==> config.mk <==
export PLATFORM = sky130hd
export DESIGN_NAME = firdf_mac
export DESIGN_NICKNAME = d
export VERILOG_FILES = /design/src/design/firdf_pkg.sv /design/src/design/firdf_mac.sv
export SDC_FILE = /design/constraint.sdc
export NUM_CORES = 1
export LEC_CHECK = 0
export BUFFER_PORTS_ARGS = -buffer_cell sky130_fd_sc_hd__buf_2
export CAP_MARGIN = 25
export CELL_PAD_IN_SITES_DETAIL_PLACEMENT = 1
export CELL_PAD_IN_SITES_GLOBAL_PLACEMENT = 1
export CORE_UTILIZATION = 34
export CTS_BUF_LIST = sky130_fd_sc_hd__clkbuf_2
export DETAILED_ROUTE_END_ITERATION = 10
export PLACE_DENSITY_LB_ADDON = 0.1
export SYNTH_ARGS = -nofsm -noshare
export SYNTH_HDL_FRONTEND = slang
export SYNTH_SLANG_ARGS = --single-unit
==> constraint.sdc <==
create_clock -name clk_i -period 3.02 [get_ports clk_i]
set_input_delay 0.302 -clock clk_i [delete_from_list [all_inputs] [get_ports clk_i]]
set_output_delay 0.302 -clock clk_i [all_outputs]
set_load 0.01 [all_outputs]
==> src/design/firdf_pkg.sv <==
package firdf_pkg;

  // Sample, coefficient, product, tap index and fraction widths
  localparam int unsigned SAMPLE_W = 16;
  localparam int unsigned PROD_W   = 2 * SAMPLE_W;
  localparam int unsigned INDEX_W  = 9;
  localparam int unsigned FRAC_W   = 15;

  // Request operation codes
  localparam logic OP_FILTER = 1'b0;
  localparam logic OP_LOAD   = 1'b1;

  // Control from the sequencer to the multiply-accumulate unit
  typedef struct packed {
    logic clr;  // zero the accumulator
    logic vld;  // operands on the inputs are valid this cycle
  } mac_ctrl_t;

endpackage

==> src/design/firdf_mac.sv <==
module firdf_mac import firdf_pkg::*; #(
  parameter int unsigned ACC_W = 42
) (
  input  logic                       clk_i,
  input  logic                       rst_ni,
  input  mac_ctrl_t                  ctrl_i,
  input  logic signed [SAMPLE_W-1:0] coef_i,
  input  logic signed [SAMPLE_W-1:0] samp_i,
  output logic signed [ACC_W-1:0]    acc_o,
  output logic                       busy_o
);

  logic signed [PROD_W-1:0] prod_q;
  logic                     prod_vld_q;
  logic signed [ACC_W-1:0]  acc_q;

  // Register the product ahead of the adder
  always_ff @(posedge clk_i or negedge rst_ni) begin
    if (!rst_ni) begin
      prod_vld_q <= 1'b0;
    end else begin
      prod_vld_q <= ctrl_i.vld;
    end
  end

  always_ff @(posedge clk_i) begin
    if (ctrl_i.vld) begin
      prod_q <= coef_i * samp_i;
    end
  end

  // Accumulate one product per cycle, clear at the start of a sample
  always_ff @(posedge clk_i) begin
    if (ctrl_i.clr) begin
      acc_q <= '0;
    end else if (prod_vld_q) begin
      acc_q <= acc_q + {{(ACC_W - PROD_W){prod_q[PROD_W-1]}}, prod_q};
    end
  end

  assign acc_o  = acc_q;
  assign busy_o = prod_vld_q;

endmodule

==> results_dict.tcl <==
set metrics [dict create \
    status "finished, violations left" \
    violations "setup timing" \
    crit_start "coef_i[9]" \
    synth.area.top_cells "fa_1 37%, ha_1 11%, inv_1 8.2%, edfxtp_1 6.7%, dfxtp_1 5.9%" \
    crit_top_cell "fa_1" \
    synthArstFlopShare_pct 1.33 \
    relSlewSlack_pct 51.2 \
    wl_per_cell_um 17.0 \
    rr_worst_depth 12 \
    fin_tns_setup_ns -43.33 \
    setup_violations 26 \
    cp_max_fo 7 \
    grtUsageTotal_pct 19.2 \
    fmax_mhz 191 \
    netlist_area_um2 14400 \
    fp.dieH_um 208 \
    root_buffer "clkbuf_2" \
    synth_edf_count 32 \
    initial_core_util_pct 34.9 \
    cp-endpoint "prod_q[31]$_DFFE_PP_" \
    critPathKind "input port to register" \
    finalNetCount 2252 \
    slowest_stage "fa_1" \
    firstDrtPassIters 4 \
    slew_viol_final 0 \
    rrSetupSlack_ns 0.06 \
    drcViolationCount 0 \
    dominantRegCellSynth "dfxtp_1" \
    grt_max_degree 40 \
    post-dp-hpwl_um 35200 \
    startpoint_type "input port" \
    synth.most_common_cell "inv_1" \
    antenna_found_initial 1 \
    htreeDepth 3 \
    vias 11200 \
    gp_congestion 0.835 \
    min_period_ns 5.24 \
    layout-drive-gt1-share_pct 27.0 \
    maxCapViolCount 0 \
    synth.top_cell.area_share_pct 36.7 \
    grt_overflow 0 \
    synth_common_cells "312 x inv_1, 263 x fa_1, 171 x nand2_1" \
    vias_per_cell 4.74 \
    die_x_um 208 \
    r2r_end "acc_o[38]$_SDFFE_PP0P_" \
    hold_class "input port to register" \
    rsz0062_at_grt "true" \
    routed_wl_um 40100 \
    numCtsBuffers 9 \
    avgSynthCellArea_um2 9.22 \
    timing.rr.start "prod_q[0]$_DFFE_PP_" \
    first_iter_violations 371 \
    num_rows 74 \
    syn_to_final_growth_pct 26.7 \
    cp-end-kind "register" \
    first_global_vias 12600 \
    setup_ws_ns -2.22 \
    period_share_pct 174 \
    critical_path_depth 22 \
    hold_viol_final 0 \
    yosys_warnings 0 \
    yosysSeqAreaShare_pct 12.7 \
    ys_ff_latch 75 \
    io_pins 79 \
    crit_buf_inv 5 \
    syn_nets 1979 \
    cp.arrival_ns 5.65 \
    core_area_um2 41200 \
    tightestPinTransition_ns 0.732 \
    cts_tree "yes" \
    ant_nets 0 \
    io_buffers 78 \
    crit_family "adder cells" \
    yosys.area.top_type "fa_1" \
    cts_buffer_depth 2 \
    fin_worst_skew_ns 0.0297 \
    synthCells 1557 \
    die_area_um2 43100 \
    path_cells "buf_12 -> and2_4 -> fa_1 -> inv_2 -> fa_1 -> fa_1 -> inv_2 -> fa_1 -> fa_1 -> inv_2 -> fa_1 -> inv_2 -> ha_4 -> a21o_1 -> a21o_1 -> a21oi_2 -> o211ai_1 -> nand4_1 -> a31oi_2 -> a221o_1 -> o41ai_2 -> xnor2_1" \
    clock_latency_ns 0.64 \
    clock_sinks 75 \
    cp.required_ns 3.43 \
    cp_slowest_stage_delay_ns 0.54 \
    synth.distinct_cells 74 \
    clk_pin_slew_ns 0.21 \
    grt_pass1_wl_um 66200 \
    fillers 4805 \
]
## area by class of cell
class                   instances  area (um^2)  share of cell area (%)
repair buffers                310         2530                    13.9
clock buffers                  10         50.0                   0.275
flip-flops and latches         75         1830                    10.1
inverters                     313         1180                    6.47
multi-input cells            1121        11900                    65.4
clock inverters                 6         42.5                   0.234
well taps                     532          666                    3.66
diodes                          1         2.50                  0.0138
## layout by cell type (no fill, tap or decap), types with 7 or more instances in the layout
cell | netlist | final
a211oi_1 | 11 | 8
a21o_1 | 33 | 33
a21oi_1 | 63 | 50
a21oi_2 | 1 | 11
and2_1 | 121 | 99
and2_4 | 0 | 22
and3_1 | 13 | 11
buf_12 | 0 | 11
buf_2 | 0 | 57
buf_4 | 0 | 190
buf_6 | 0 | 45
clkbuf_2 | 1 | 10
dfxtp_1 | 42 | 41
edfxtp_1 | 32 | 32
fa_1 | 263 | 249
fa_2 | 0 | 14
ha_1 | 123 | 97
ha_4 | 0 | 20
inv_1 | 312 | 284
inv_2 | 0 | 27
mux2i_1 | 19 | 19
nand2_1 | 171 | 164
nand2b_1 | 11 | 10
nand3_1 | 16 | 15
nand4_1 | 7 | 7
nor2_1 | 70 | 65
nor3_1 | 14 | 14
o21a_1 | 7 | 7
o21ai_0 | 25 | 15
o21ai_1 | 6 | 9
xnor2_1 | 46 | 40
xor2_1 | 15 | 15
## logic make-up (layout without fill, tap and decap cells)
group / after synthesis / in the layout / share of synthesized area (%)
mux: 20 / 20 / 1.40
buf+inv: 361 / 639 / 9.44
flops: 75 / 75 / 12.7
fa+ha+maj: 386 / 386 / 47.4
compound gates: 208 / 208 / 10.2
xor+xnor: 61 / 61 / 3.72
other cells: 0 / 1 / 0
simple gates: 446 / 446 / 15.1
## through the flow
| step | util (%) | setup slack [ns] | instance area [um^2] | instances | hold WS (ns) |
|---|---|---|---|---|---|
| after floorplan | - | -2.58 | 14900 | 1557 | 0.00641 |
| final | 44.2 | -2.22 | 18200 | 2368 | 0.125 |
| after CTS | 43.1 | -2.16 | 17800 | 2354 | 0.0681 |
| after global routing | 44.2 | -2.33 | 18200 | 2368 | 0.120 |
| after global placement | 41.7 | -2.88 | 17200 | 2321 | 0.0776 |
| after detailed placement | 41.7 | -3.00 | 17200 | 2321 | 0.0778 |
## worst min-delay path by stage
| stage | startpoint | endpoint | cells past startpoint |
|---|---|---|---|
| global route | ctrl_i[0] | busy_o$_DFF_PN0_ | 1 |
| finish | ctrl_i[0] | busy_o$_DFF_PN0_ | 1 |
| floorplan | rst_ni | busy_o$_DFF_PN0_ | 0 |
| CTS | ctrl_i[0] | busy_o$_DFF_PN0_ | 1 |
| global placement | rst_ni | busy_o$_DFF_PN0_ | 1 |
| detailed placement | rst_ni | busy_o$_DFF_PN0_ | 1 |
## worst register-to-register path: stages, from the launching register on
cell and delay (ns):
edfxtp_1 0.43, ha_4 0.16, inv_2 0.04, fa_2 0.32
and2b_2 0.25, o211ai_4 0.09, a31oi_4 0.18, a41oi_2 0.18
o31a_4 0.41, o211ai_4 0.24, a31oi_4 0.12, or4_1 0.41
nand3_1 0.09
## layer usage
layer,track usage [%],wire length (um)
met1,27.0,20000
met5,0,0
met2,32.8,19200
met3,1.21,678
met4,3.60,331
## state kept, by name, indices dropped and copies added, names as in the netlist
signal / count
acc_o: 42
prod_q: 32
busy_o: 1
## repair_timing
action                     4_1_cts  5_1_grt
setup buffers                   16       16
hold endpoints to repair         1        0
setup endpoints to repair       27       38
cloned                           0        0
gates resized for setup        105       86
hold buffers                     2        0
pin swaps                       44       40
Power is not shown: default switching activity piles up to over one toggle a cycle in this logic, so the estimate is an artifact.
